--- config.mk ---
export PLATFORM = sky130hd
export DESIGN_NAME = line_edge_steering_pid_core
export DESIGN_NICKNAME = d
export VERILOG_FILES = /design/src/rtl/lesp_pkg.sv /design/src/rtl/line_edge_steering_pid_core.sv /design/src/rtl/lesp_cfg.sv /design/src/rtl/lesp_edge.sv /design/src/rtl/lesp_ctrl.sv
export VERILOG_INCLUDE_DIRS = /design/src /design/src/rtl
export SDC_FILE = /design/constraint.sdc
export NUM_CORES = 2
export LEC_CHECK = 0
export BUFFER_PORTS_ARGS = -buffer_cell sky130_fd_sc_hd__buf_2
export CAP_MARGIN = 20
export CORE_UTILIZATION = 48
export DETAILED_ROUTE_END_ITERATION = 10
export PLACE_DENSITY = 0.67
export SLEW_MARGIN = 20
export SYNTH_ARGS = -nofsm -noshare
export SYNTH_HDL_FRONTEND = slang
export SYNTH_SLANG_ARGS = --single-unit
--- constraint.sdc ---
create_clock -name clk -period 19 [get_ports clk]
set_input_delay 2.85 -clock clk [delete_from_list [all_inputs] [get_ports clk]]
set_output_delay 2.85 -clock clk [all_outputs]
set_load 0.01 [all_outputs]
--- src/rtl/line_edge_steering_pid_core_defines.svh ---
// ----------------------------------------------------------------------------
// line_edge_steering_pid_core_defines
// Assertion macros shared by the line edge steering PID core.
// ----------------------------------------------------------------------------
`ifndef LINE_EDGE_STEERING_PID_CORE_DEFINES_SVH
`define LINE_EDGE_STEERING_PID_CORE_DEFINES_SVH

`ifndef ASSERT_OFF
// checked outside reset
`define LESP_ASSERT(label, prop) \
    label: assert property (@(posedge clk) disable iff (!rst_n) prop) \
        else $error("lesp assertion failed");
// checked on every edge, reset included
`define LESP_ASSERT_ALWAYS(label, prop) \
    label: assert property (@(posedge clk) prop) \
        else $error("lesp assertion failed");
`else
`define LESP_ASSERT(label, prop)
`define LESP_ASSERT_ALWAYS(label, prop)
`endif

`endif

--- src/rtl/lesp_pkg.sv ---
// ----------------------------------------------------------------------------
// lesp_pkg
// Types and constants of the line edge steering PID core.
// ----------------------------------------------------------------------------
package lesp_pkg;

    parameter int LINE_PIXELS = 128;
    parameter int IDX_W       = $clog2(LINE_PIXELS);
    parameter int POS_W       = $clog2(LINE_PIXELS + 1);
    parameter logic [IDX_W-1:0] LAST_IDX   = IDX_W'(LINE_PIXELS - 1);
    parameter logic [POS_W-1:0] LINE_COUNT = POS_W'(LINE_PIXELS);
    parameter logic [POS_W-1:0] LAST_POS   = POS_W'(LINE_PIXELS - 1);

    parameter int EDGE_W  = 7;
    parameter int DUTY_W  = 16;
    parameter int SPEED_W = 16;
    parameter int ERR_W   = 8;
    parameter int CFG_IDX_W = 3;
    parameter int CFG_DATA_W = 16;

    typedef logic [EDGE_W-1:0]         edge_t;
    typedef logic [DUTY_W-1:0]         duty_t;
    typedef logic [SPEED_W-1:0]        speed_t;
    typedef logic signed [ERR_W-1:0]   err_t;
    typedef logic [IDX_W-1:0]          idx_t;
    typedef logic [POS_W-1:0]          pos_t;

    // speed: 8 fraction bits
    parameter speed_t SPEED_TARGET = 16'd7680;
    parameter speed_t SPEED_TURN   = 16'd6400;
    parameter logic [22:0] SPEED_STEP_GAIN = 23'd655;
    parameter logic [22:0] SPEED_ROUND     = 23'd32768;

    parameter duty_t DUTY_UPPER_RST  = 16'd6554;
    parameter duty_t DUTY_LOWER_RST  = 16'd3277;
    parameter edge_t LEFT_TOL_RST    = 7'd40;
    parameter edge_t RIGHT_TOL_RST   = 7'd88;
    parameter duty_t GAIN_P_RST      = 16'd313;
    parameter duty_t GAIN_I_RST      = 16'd0;
    parameter duty_t GAIN_D_RST      = 16'd0;
    parameter duty_t CENTRE_DUTY_RST = 16'd4751;

    typedef enum logic [1:0] {
        DIR_STRAIGHT = 2'd0,
        DIR_RIGHT    = 2'd1,
        DIR_LEFT     = 2'd2
    } dir_t;

    typedef enum logic [CFG_IDX_W-1:0] {
        CFG_DUTY_UPPER  = 3'd0,
        CFG_DUTY_LOWER  = 3'd1,
        CFG_LEFT_TOL    = 3'd2,
        CFG_RIGHT_TOL   = 3'd3,
        CFG_GAIN_P      = 3'd4,
        CFG_GAIN_I      = 3'd5,
        CFG_GAIN_D      = 3'd6,
        CFG_CENTRE_DUTY = 3'd7
    } cfg_idx_t;

    typedef struct packed {
        duty_t duty_upper;
        duty_t duty_lower;
        edge_t left_tol;
        edge_t right_tol;
        duty_t gain_p;
        duty_t gain_i;
        duty_t gain_d;
        duty_t centre_duty;
    } cfg_t;

    typedef struct packed {
        edge_t left_edge;
        edge_t right_edge;
    } edges_t;

    typedef struct packed {
        err_t   steer_error;
        edge_t  right_edge;
        edge_t  left_edge;
        speed_t drive_speed;
        duty_t  servo_duty;
        dir_t   direction;
    } res_t;

endpackage

--- src/rtl/line_edge_steering_pid_core.sv ---
// ----------------------------------------------------------------------------
// line_edge_steering_pid_core
// Line camera edge finder with incremental PID steering and speed ramp.
// ----------------------------------------------------------------------------
// Usage:
//   Slave stream: one binarized pixel per transfer in s_tdata[0], left to
//   right; s_tlast high on the last pixel of a line. Pixels past the line
//   length are ignored, a short line reads missing pixels as zero.
//   Master stream: one result transfer per line, none for other pixels.
//   Configuration: write cfg_wdata to register cfg_index while cfg_we is
//   high; write only while no line result is pending.
//   Throughput: one pixel per clock; a line may be a single pixel.
//   Result path: the s_tlast pixel loads the input register at its transfer
//   edge; the result register and m_tvalid load when that pixel advances.
//   Reset clears line tracking, error history, duty to centre and speed to
//   25.0; registers take their defaults. No clearing pass.
//   Stall: a waiting result holds in the output register; pixels keep
//   flowing until an end-of-line pixel reaches the input register, which
//   then holds and deasserts s_tready until the result is taken.
// ----------------------------------------------------------------------------
`include "line_edge_steering_pid_core_defines.svh"

module line_edge_steering_pid_core (
    input  logic                                clk,
    input  logic                                rst_n,
    input  logic                                s_tvalid,
    output logic                                s_tready,
    input  logic [7:0]                          s_tdata,   // [0] pixel
    input  logic                                s_tlast,   // line_end
    output logic                                m_tvalid,
    input  logic                                m_tready,
    // [1:0] direction, [17:2] servo_duty, [33:18] drive_speed,
    // [40:34] left_edge, [47:41] right_edge, [55:48] steer_error
    output logic [55:0]                         m_tdata,
    input  logic                                cfg_we,
    input  logic [lesp_pkg::CFG_IDX_W-1:0]      cfg_index,
    input  logic [lesp_pkg::CFG_DATA_W-1:0]     cfg_wdata
);

    logic             a_valid_reg;
    logic             a_valid_next;
    logic             a_pixel_reg;
    logic             a_last_reg;
    logic             a_advance;
    logic             end_step;
    logic             s_accept;

    logic             out_valid_reg;
    logic             out_valid_next;
    lesp_pkg::res_t   out_res_reg;

    lesp_pkg::cfg_t   cfg;
    lesp_pkg::edges_t edges;
    lesp_pkg::res_t   res;

    assign a_advance = a_valid_reg && (!a_last_reg || !out_valid_reg || m_tready);
    assign end_step  = a_advance && a_last_reg;
    assign s_tready  = !a_valid_reg || a_advance;
    assign s_accept  = s_tvalid && s_tready;

    assign a_valid_next   = s_accept ? 1'b1 : (a_advance ? 1'b0 : a_valid_reg);
    assign out_valid_next = end_step ? 1'b1 : (m_tready ? 1'b0 : out_valid_reg);

    always_ff @(posedge clk or negedge rst_n)
    begin
        if (!rst_n)
        begin
            a_valid_reg   <= 1'b0;
            out_valid_reg <= 1'b0;
        end
        else
        begin
            a_valid_reg   <= a_valid_next;
            out_valid_reg <= out_valid_next;
        end
    end

    always_ff @(posedge clk)
    begin
        if (s_accept)
        begin
            a_pixel_reg <= s_tdata[0];
            a_last_reg  <= s_tlast;
        end
        if (end_step)
        begin
            out_res_reg <= res;
        end
    end

    lesp_cfg u_cfg (
        .clk       (clk),
        .rst_n     (rst_n),
        .cfg_we    (cfg_we),
        .cfg_index (cfg_index),
        .cfg_wdata (cfg_wdata),
        .cfg       (cfg)
    );

    lesp_edge u_edge (
        .clk      (clk),
        .rst_n    (rst_n),
        .step     (a_advance),
        .pixel    (a_pixel_reg),
        .line_end (a_last_reg),
        .edges    (edges)
    );

    lesp_ctrl u_ctrl (
        .clk      (clk),
        .rst_n    (rst_n),
        .end_step (end_step),
        .edges    (edges),
        .cfg      (cfg),
        .res      (res)
    );

    assign m_tvalid = out_valid_reg;
    assign m_tdata  = out_res_reg;

    `LESP_ASSERT(a_line_end_gives_result, end_step |=> m_tvalid)
    `LESP_ASSERT_ALWAYS(a_taken_result_clears,
        (m_tvalid && m_tready && !end_step) |=> !m_tvalid)
    `LESP_ASSERT(a_held_pixel_stays, (a_valid_reg && !a_advance) |=> a_valid_reg)

endmodule

--- src/rtl/lesp_cfg.sv ---
// ----------------------------------------------------------------------------
// lesp_cfg
// Configuration register bank with plain write port.
// ----------------------------------------------------------------------------
module lesp_cfg (
    input  logic                                clk,
    input  logic                                rst_n,
    input  logic                                cfg_we,
    input  logic [lesp_pkg::CFG_IDX_W-1:0]      cfg_index,
    input  logic [lesp_pkg::CFG_DATA_W-1:0]     cfg_wdata,
    output lesp_pkg::cfg_t                      cfg
);

    lesp_pkg::cfg_t cfg_reg;
    lesp_pkg::cfg_t cfg_next;

    always_comb
    begin
        cfg_next = cfg_reg;
        if (cfg_we)
        begin
            unique case (lesp_pkg::cfg_idx_t'(cfg_index))
                lesp_pkg::CFG_DUTY_UPPER:  cfg_next.duty_upper  = cfg_wdata;
                lesp_pkg::CFG_DUTY_LOWER:  cfg_next.duty_lower  = cfg_wdata;
                lesp_pkg::CFG_LEFT_TOL:
                    cfg_next.left_tol = cfg_wdata[lesp_pkg::EDGE_W-1:0];
                lesp_pkg::CFG_RIGHT_TOL:
                    cfg_next.right_tol = cfg_wdata[lesp_pkg::EDGE_W-1:0];
                lesp_pkg::CFG_GAIN_P:      cfg_next.gain_p      = cfg_wdata;
                lesp_pkg::CFG_GAIN_I:      cfg_next.gain_i      = cfg_wdata;
                lesp_pkg::CFG_GAIN_D:      cfg_next.gain_d      = cfg_wdata;
                lesp_pkg::CFG_CENTRE_DUTY: cfg_next.centre_duty = cfg_wdata;
                default:                   cfg_next = cfg_reg;
            endcase
        end
    end

    always_ff @(posedge clk or negedge rst_n)
    begin
        if (!rst_n)
        begin
            cfg_reg.duty_upper  <= lesp_pkg::DUTY_UPPER_RST;
            cfg_reg.duty_lower  <= lesp_pkg::DUTY_LOWER_RST;
            cfg_reg.left_tol    <= lesp_pkg::LEFT_TOL_RST;
            cfg_reg.right_tol   <= lesp_pkg::RIGHT_TOL_RST;
            cfg_reg.gain_p      <= lesp_pkg::GAIN_P_RST;
            cfg_reg.gain_i      <= lesp_pkg::GAIN_I_RST;
            cfg_reg.gain_d      <= lesp_pkg::GAIN_D_RST;
            cfg_reg.centre_duty <= lesp_pkg::CENTRE_DUTY_RST;
        end
        else
        begin
            cfg_reg <= cfg_next;
        end
    end

    assign cfg = cfg_reg;

endmodule

--- src/rtl/lesp_edge.sv ---
// ----------------------------------------------------------------------------
// lesp_edge
// Per-pixel mark tracking and left/right edge extraction at end of line.
// ----------------------------------------------------------------------------
module lesp_edge (
    input  logic             clk,
    input  logic             rst_n,
    input  logic             step,
    input  logic             pixel,
    input  logic             line_end,
    output lesp_pkg::edges_t edges
);

    lesp_pkg::pos_t  pos_reg;
    logic            first_seen_reg;
    lesp_pkg::idx_t  first_pos_reg;
    lesp_pkg::idx_t  last_pos_reg;
    lesp_pkg::edge_t prior_left_reg;
    lesp_pkg::edge_t prior_right_reg;

    logic            in_line;
    logic            take_first;
    logic            take_last;
    lesp_pkg::idx_t  pos_idx;
    lesp_pkg::pos_t  pos_next;
    logic            first_seen_next;
    lesp_pkg::idx_t  first_pos_next;
    lesp_pkg::idx_t  last_pos_next;
    lesp_pkg::edge_t left_edge;
    lesp_pkg::edge_t right_edge;

    assign in_line    = pos_reg < lesp_pkg::LINE_COUNT;
    assign pos_idx    = pos_reg[lesp_pkg::IDX_W-1:0];
    assign take_first = in_line && pixel && (pos_reg < lesp_pkg::LAST_POS) && !first_seen_reg;
    assign take_last  = in_line && pixel && (pos_reg != '0);

    assign pos_next        = in_line ? pos_reg + 1'b1 : pos_reg;
    assign first_seen_next = first_seen_reg | take_first;
    assign first_pos_next  = take_first ? pos_idx : first_pos_reg;
    assign last_pos_next   = take_last ? pos_idx : last_pos_reg;

    always_comb
    begin
        if (!first_seen_next)
            left_edge = lesp_pkg::edge_t'(lesp_pkg::LAST_IDX);
        else if (first_pos_next == '0)
            left_edge = prior_left_reg;
        else
            left_edge = lesp_pkg::edge_t'(first_pos_next - 1'b1);

        // last position zero means no mark
        if (last_pos_next == '0)
            right_edge = '0;
        else if (last_pos_next == lesp_pkg::LAST_IDX)
            right_edge = prior_right_reg;
        else
            right_edge = lesp_pkg::edge_t'(last_pos_next + 1'b1);
    end

    always_ff @(posedge clk or negedge rst_n)
    begin
        if (!rst_n)
        begin
            pos_reg         <= '0;
            first_seen_reg  <= 1'b0;
            first_pos_reg   <= '0;
            last_pos_reg    <= '0;
            prior_left_reg  <= '0;
            prior_right_reg <= '0;
        end
        else if (step)
        begin
            if (line_end)
            begin
                pos_reg         <= '0;
                first_seen_reg  <= 1'b0;
                first_pos_reg   <= '0;
                last_pos_reg    <= '0;
                prior_left_reg  <= left_edge;
                prior_right_reg <= right_edge;
            end
            else
            begin
                pos_reg        <= pos_next;
                first_seen_reg <= first_seen_next;
                first_pos_reg  <= first_pos_next;
                last_pos_reg   <= last_pos_next;
            end
        end
    end

    assign edges.left_edge  = left_edge;
    assign edges.right_edge = right_edge;

endmodule

--- src/rtl/lesp_ctrl.sv ---
// ----------------------------------------------------------------------------
// lesp_ctrl
// Direction decision, incremental PID duty update and speed ramp.
// ----------------------------------------------------------------------------
module lesp_ctrl (
    input  logic             clk,
    input  logic             rst_n,
    input  logic             end_step,
    input  lesp_pkg::edges_t edges,
    input  lesp_pkg::cfg_t   cfg,
    output lesp_pkg::res_t   res
);

    lesp_pkg::err_t   e1_reg;
    lesp_pkg::err_t   e2_reg;
    lesp_pkg::duty_t  duty_reg;
    lesp_pkg::speed_t speed_reg;

    lesp_pkg::dir_t   dir;
    lesp_pkg::err_t   e0_next;
    lesp_pkg::duty_t  duty_next;
    lesp_pkg::speed_t speed_next;

    logic signed [8:0]  diff1;
    logic signed [9:0]  diff2;
    logic signed [25:0] prod_p;
    logic signed [25:0] prod_i;
    logic signed [26:0] prod_d;
    logic [27:0]        acc;
    logic signed [26:0] half;
    logic signed [26:0] upper_s;
    logic signed [26:0] lower_s;
    lesp_pkg::duty_t    pid_lim;
    lesp_pkg::duty_t    centre_lim;
    lesp_pkg::duty_t    turn_duty;

    logic [12:0]        speed_gap;
    logic [22:0]        ramp;
    lesp_pkg::speed_t   ramp_speed;

    always_comb
    begin
        if (edges.left_edge < cfg.left_tol && edges.right_edge > cfg.right_tol)
            dir = lesp_pkg::DIR_STRAIGHT;
        else if (edges.left_edge >= cfg.left_tol)
            dir = lesp_pkg::DIR_RIGHT;
        else
            dir = lesp_pkg::DIR_LEFT;
    end

    always_comb
    begin
        if (dir == lesp_pkg::DIR_RIGHT)
            e0_next = $signed({1'b0, cfg.left_tol}) - $signed({1'b0, edges.left_edge});
        else
            e0_next = $signed({1'b0, cfg.right_tol}) - $signed({1'b0, edges.right_edge});
    end

    // e0 - e1 and e0 - 2*e1 + e2, sign extended by hand
    assign diff1 = {e0_next[7], e0_next} - {e1_reg[7], e1_reg};
    assign diff2 = {{2{e0_next[7]}}, e0_next} - {e1_reg[7], e1_reg, 1'b0}
                 + {{2{e2_reg[7]}}, e2_reg};

    assign prod_p = $signed({1'b0, cfg.gain_p}) * diff1;
    assign prod_i = $signed({1'b0, cfg.gain_i}) * diff1;
    assign prod_d = $signed({1'b0, cfg.gain_d}) * diff2;

    // accumulate in half units, floor on the way back
    assign acc = {11'b0, duty_reg, 1'b0}
               + {prod_p[25], prod_p, 1'b0}
               + {{2{prod_i[25]}}, prod_i}
               + {prod_d, 1'b0};
    assign half    = acc[27:1];
    assign upper_s = {11'b0, cfg.duty_upper};
    assign lower_s = {11'b0, cfg.duty_lower};

    always_comb
    begin
        if (half > upper_s)
            pid_lim = cfg.duty_upper;
        else if (half < lower_s)
            pid_lim = cfg.duty_lower;
        else
            pid_lim = half[15:0];

        if (cfg.centre_duty > cfg.duty_upper)
            centre_lim = cfg.duty_upper;
        else if (cfg.centre_duty < cfg.duty_lower)
            centre_lim = cfg.duty_lower;
        else
            centre_lim = cfg.centre_duty;

        turn_duty = pid_lim;
        if (dir == lesp_pkg::DIR_RIGHT && pid_lim > cfg.centre_duty)
            turn_duty = cfg.centre_duty;
        if (dir == lesp_pkg::DIR_LEFT && pid_lim < cfg.centre_duty)
            turn_duty = cfg.centre_duty;
    end

    assign speed_gap  = 13'(lesp_pkg::SPEED_TARGET - speed_reg);
    assign ramp       = 23'(speed_gap) * lesp_pkg::SPEED_STEP_GAIN + lesp_pkg::SPEED_ROUND;
    assign ramp_speed = (speed_reg < lesp_pkg::SPEED_TARGET)
                      ? speed_reg + 16'(ramp[22:16]) : speed_reg;

    assign duty_next  = (dir == lesp_pkg::DIR_STRAIGHT) ? centre_lim : turn_duty;
    assign speed_next = (dir == lesp_pkg::DIR_STRAIGHT) ? ramp_speed : lesp_pkg::SPEED_TURN;

    always_ff @(posedge clk or negedge rst_n)
    begin
        if (!rst_n)
        begin
            e1_reg    <= '0;
            e2_reg    <= '0;
            duty_reg  <= lesp_pkg::CENTRE_DUTY_RST;
            speed_reg <= lesp_pkg::SPEED_TURN;
        end
        else if (end_step)
        begin
            duty_reg  <= duty_next;
            speed_reg <= speed_next;
            if (dir != lesp_pkg::DIR_STRAIGHT)
            begin
                e1_reg <= e0_next;
                e2_reg <= e1_reg;
            end
        end
    end

    assign res.direction   = dir;
    assign res.servo_duty  = duty_next;
    assign res.drive_speed = speed_next;
    assign res.left_edge   = edges.left_edge;
    assign res.right_edge  = edges.right_edge;
    assign res.steer_error = (dir == lesp_pkg::DIR_STRAIGHT) ? e1_reg : e0_next;

endmodule
# ---- Word level (Yosys, flattened, before mapping)
# Cells that the tools add are included.
dict set report totals {
  regBits 255
  output_inout_bits 58
}
dict set report op_classes {
  addsub 14
  n_mul 4
  magnitude_cmp 12
  n_eq_ne 10
  n_mux 28
  n_bitwise 1
  n_reduce_logical 37
}
# cell count
set op_table {}
lappend op_table {{$mux W16} 9}
lappend op_table {{$add A28 B28 Y28} 2}
lappend op_table {{$mux W7} 8}
lappend op_table {{$mul A17 B9 Y26} 2}
lappend op_table {{$gt A16 B16 Y1} 2}
lappend op_table {{$lt A16 B16 Y1} 2}
lappend op_table {{$mux W8} 4}
lappend op_table {{$add A18 B27 Y28} 1}
lappend op_table {{$gt A27 B17 Y1} 1}
lappend op_table {{$lt A27 B17 Y1} 1}
lappend op_table {{$mul A17 B10 Y27} 1}
lappend op_table {{$add A23 B16 Y23 const B} 1}
lappend op_table {{$mul A13 B10 Y23 const B} 1}
lappend op_table {{$reduce_and A2 Y1} 11}
lappend op_table {{$add A16 B7 Y16} 1}
lappend op_table {{$lt A16 B13 Y1 const B} 1}
lappend op_table {{$sub A7 B7 Y8} 2}
lappend op_table {{$logic_not A7 Y1} 2}
lappend op_table {{$sub A13 B13 Y13 const A} 1}
lappend op_table {{$eq A3 B3 Y1 const B} 4}
lappend op_table {{$add A10 B10 Y10} 1}
lappend op_table {{$logic_and A1 B1 Y1} 10}
lappend op_table {{$sub A8 B9 Y10} 1}
lappend op_table {{$sub A8 B8 Y9} 1}
lappend op_table {{22 further kinds} 36}

# ---- Depth between registers and ports, before layout
dict set report logic_depth {
  depth_word 26
  mapped_depth 85
  depth_no_buf 80
}

# ---- By module
# Synthesis repeated with hierarchy kept, for this count alone.
dict set report hier_totals {
  cells_unflattened 3740
  area_unflattened_um2 35266.3
}
# mod n_inst cells_per_inst area_each_um2 seq_area_each_um2
set modules_own_cells {}
lappend modules_own_cells {lesp_ctrl 1 3160 26720.6 1213.7}
lappend modules_own_cells {lesp_cfg 1 241 4275.4 2791.4}
lappend modules_own_cells {lesp_edge 1 271 2421.1 925.9}
lappend modules_own_cells {line_edge_steering_pid_core 1 68 1849.3 1791.7}

# ---- Worst setup path after synthesis
# Ideal clock, no wire load.
dict set report synth_path {
  path_kind {register to register}
  start {reg u_edge.pos_reg[4]}
  end {reg out_res_reg, in the netlist m_tdata[17] (data pin)}
  setup_ns 0.261
  t_arrival_ns 17.831
  required_ns 18.739
  path_slack_ns 0.907
  path_stages_with_launch 83
  cell_sequence {dfrtp_1 -> clkbuf_1 -> nand2_1 -> nor2_1 -> nand3_1 -> nand2_1 -> or2_2 -> clkbuf_1 -> mux2i_1 -> ha_1 -> and3_1 -> clkbuf_1 -> nor2_1 -> a211oi_1 -> ha_1 -> a21oi_1 -> o21ai_0 -> nor4_1 -> [47 not listed] -> and2_1 -> buf_2 -> buf_2 -> a21oi_1 -> o21ai_0 -> ha_1 -> nor2b_1 -> o21bai_1 -> a21oi_1 -> o21ai_0 -> a31oi_1 -> mux2_2 -> nor2_1 -> nand3_1 -> nor4_2 -> nand3_1 -> o221ai_1 -> nor2_1}
}
# item line_no
set synth_lines {}
lappend synth_lines {{from (decl)} lesp_edge.sv:14} ;# lesp_pkg::pos_t pos_reg;
lappend synth_lines {{from (signal assigned)} lesp_edge.sv:84} ;# pos_reg <= pos_next;
lappend synth_lines {{to (signal assigned)} line_edge_steering_pid_core.sv:87} ;# out_res_reg <= res;
lappend synth_lines {{to (decl)} line_edge_steering_pid_core.sv:50} ;# lesp_pkg::res_t out_res_reg;

==> metrics.csv <==
stage,metric,value,unit
sta,finalClockSkew,24.1,ps
grt,grt_util_met3,2.46,%
detailed_routing,routed-via-count,25520,
detailed_routing,drt-initial-drc-count,1660,
sta,whs,471,ps
status,status,finished clean,
cts,htree_num_levels,1,
detailed_routing,avgViaCountPerCell,5.43,
sta,worst_pin_slew,1070,ps
setup_path,cp_common_cell,ha_1,
sta,hold_viol,0,
synth,ys_warn_count,0,
setup_path,worstPathArrival,18540,ps
synth,syn_inst,3669,
setup_path,crit_path_start_kind,flip-flop,
cts,clock_path_buffers,3,
setup_path,crit_type,reg2reg,
grt,first_global_vias,25562,
grt,grt_max_degree,95,
cts,cts.sinks,255,
layout,final_core_utilization,53.2,%
setup_path,end_kind,flip-flop,
cts,postCtsHoldBufs,0,
sta,fmax,55.4,MHz
layout,final_common_cell,inv_1,
setup_path,crit_family,adder cells,
cts,cts_buffers,31,
cts,cts_tree,done,
floorplan,die_width,270,um
layout,area_delta_synth_final,9.03,%
floorplan,ios,91,
synth,synthArstFlopShare,77.3,%
place,portBuffers,83,
synth,synth_cell_types,82,
floorplan,dieHeight,270,um
layout,largest_reg_flops,110,
sta,setup_viol,0,
place,numPlacedInstances,4624,
setup_path,critPathSlowestCell,fa_1,
layout,final_cell_mix,"578 x inv_1, 464 x ha_1, 399 x fa_1",
cts,cts.clk_slew.worst_paths,60,ps
cts,cts_root_buf,clkbuf_16,
layout,final_layout_size_suffix_gt1_share,12.5,%
grt,use_met1,32.6,%
setup_path,cp_max_fo,8,
grt,grt_antenna_before_repair,0,
layout,instances_no_fill,4704,
floorplan,num_rows,97,
setup_path,cp.required,19500,ps
floorplan,start_util,48.8,%
sta,finalCritPeriodShare,95.0,%
detailed_routing,first_pass_iters,5,
hold_path,min_path_type,reg2reg,
grt,busiest_layer,met2,
floorplan,dieArea,72700,um^2
synth,syn_area,34400,um^2
synth,synth_seq_cells,255,
detailed_routing,wirelength,83900,um
floorplan,coreArea,70400,um^2
synth,synth_edf_count,58,
grt,grt_first_pass_wirelength,138000,um
sta,relSlewSlack,28.8,%
grt,grt_overflow_total,0,
synth,syn_nets,4566,
synth,synth.avg_cell_area,9.37,um^2
place,place_hpwl,67100,um
place,gp_congestion,0.932,
detailed_routing,drc,0,
setup_path,crit_path_max_incr_delay,540,ps
grt,use_met2,38.7,%
grt,grt_usage,23.6,%
detailed_routing,wl_per_cell,17.8,um
synth,ys_seq_area_share,19.6,%
layout,final_nets,4635,
synth,synthFlopType,dfrtp_1,
detailed_routing,ant_nets,0,
sta,fin_setup_tns,0,ps
run,drv_cap,0,
sta,layout_min_cycle_time,18040,ps
setup_path,crit_buf_inv,10,
sta,slew_viol_final,0,
cts,clk-insertion-delay-late,610,ps
## cell families after synthesis
| family | count (synthesis) | synth area share, % |
|---|---|---|
| buf+inv | 715 | 7.87 |
| xor+xnor | 134 | 3.51 |
| fa+ha+maj | 864 | 40.2 |
| simple gates | 1033 | 14.9 |
| mux | 128 | 4.13 |
| flops | 255 | 19.6 |
| compound gates | 540 | 9.89 |
## through the flow
step / instance area [um^2] / setup WS (ps)
detailed placement: 36000 / -185
global route: 37500 / -39.0
finish: 37500 / 955
global placement: 36000 / -47.3
CTS: 37100 / 12.7
floorplan: 34400 / 907
## what timing repair did
action | CTS | global route
hold endpoints to repair | 0 | 0
setup buffers | 0 | 20
pin swaps | 0 | 10
setup endpoints to repair | 24 | 32
gates resized for setup | 3 | 52
## area by class of cell
class	instances	area, um^2
Fill cell	6458	32900
Tap cell	940	1180
Inverter	580	2180
Antenna cell	1	2.50
Clock buffer	37	830
Timing Repair Buffer	171	1120
Multi-Input combinational cell	2699	25200
Clock inverter	21	211
Sequential cell	255	6730
## synth_stat cells, types with 21 or more instances
library cell,number,area share (%)
inv_1,579,6.3
ha_1,465,17
fa_1,399,23
nand2_1,363,4.0
nor2_1,173,1.9
and2_1,171,3.1
o21ai_0,167,2.4
dfrtp_1,156,11
a21oi_1,149,2.2
clkbuf_1,113,1.2
mux2_2,97,3.2
nand2b_1,94,1.7
xnor2_1,79,2.0
edfxtp_1,58,5.1
xor2_1,53,1.4
nor2b_1,46,0.84
a21o_1,45,0.98
dfstp_2,41,3.1
nor3_1,39,0.57
or2_2,36,0.66
mux2i_1,27,0.79
nand3_1,26,0.38
o21a_1,21,0.46
## worst min-delay path: cells and delay by family, from the launching register on
family / cells / cell delay, ps
AND/OR/NAND/NOR: 1 / 40
flip-flops: 1 / 330
AO/OA/AOI/OAI: 1 / 60
## per-layer routing
layer  part of all wire (%)  vias up
met5                      0        -
met4                    3.7        0
met3                    4.7      130
met2                     46      640
met1                     45    12617
li1                       -    12133
## path summary, 6_finish.rpt
path / start / endpoint / slack [ps] / depth (start not counted)
setup / recovery: u_edge.pos_reg[0]$_DFFE_PN0P_ / u_ctrl.duty_reg[11]$_DFFE_PN0P_ / 960 / 78
hold / removal: u_edge.last_pos_reg[3]$_DFFE_PN0P_ / u_edge.last_pos_reg[3]$_DFFE_PN0P_ / 470 / 2
setup reg to reg: u_edge.pos_reg[0]$_DFFE_PN0P_ / u_ctrl.duty_reg[11]$_DFFE_PN0P_ / 960 / 78
hold reg to reg: u_edge.last_pos_reg[3]$_DFFE_PN0P_ / u_edge.last_pos_reg[3]$_DFFE_PN0P_ / 470 / 2
max in group asynchronous: rst_n / u_ctrl.e1_reg[6]$_DFFE_PN0P_ / 15410 / 2
min in group asynchronous: rst_n / u_ctrl.speed_reg[2]$_DFFE_PN0P_ / 2290 / 1
Power is not shown: default switching activity piles up to over one toggle a cycle in this logic, so the estimate is an artifact.
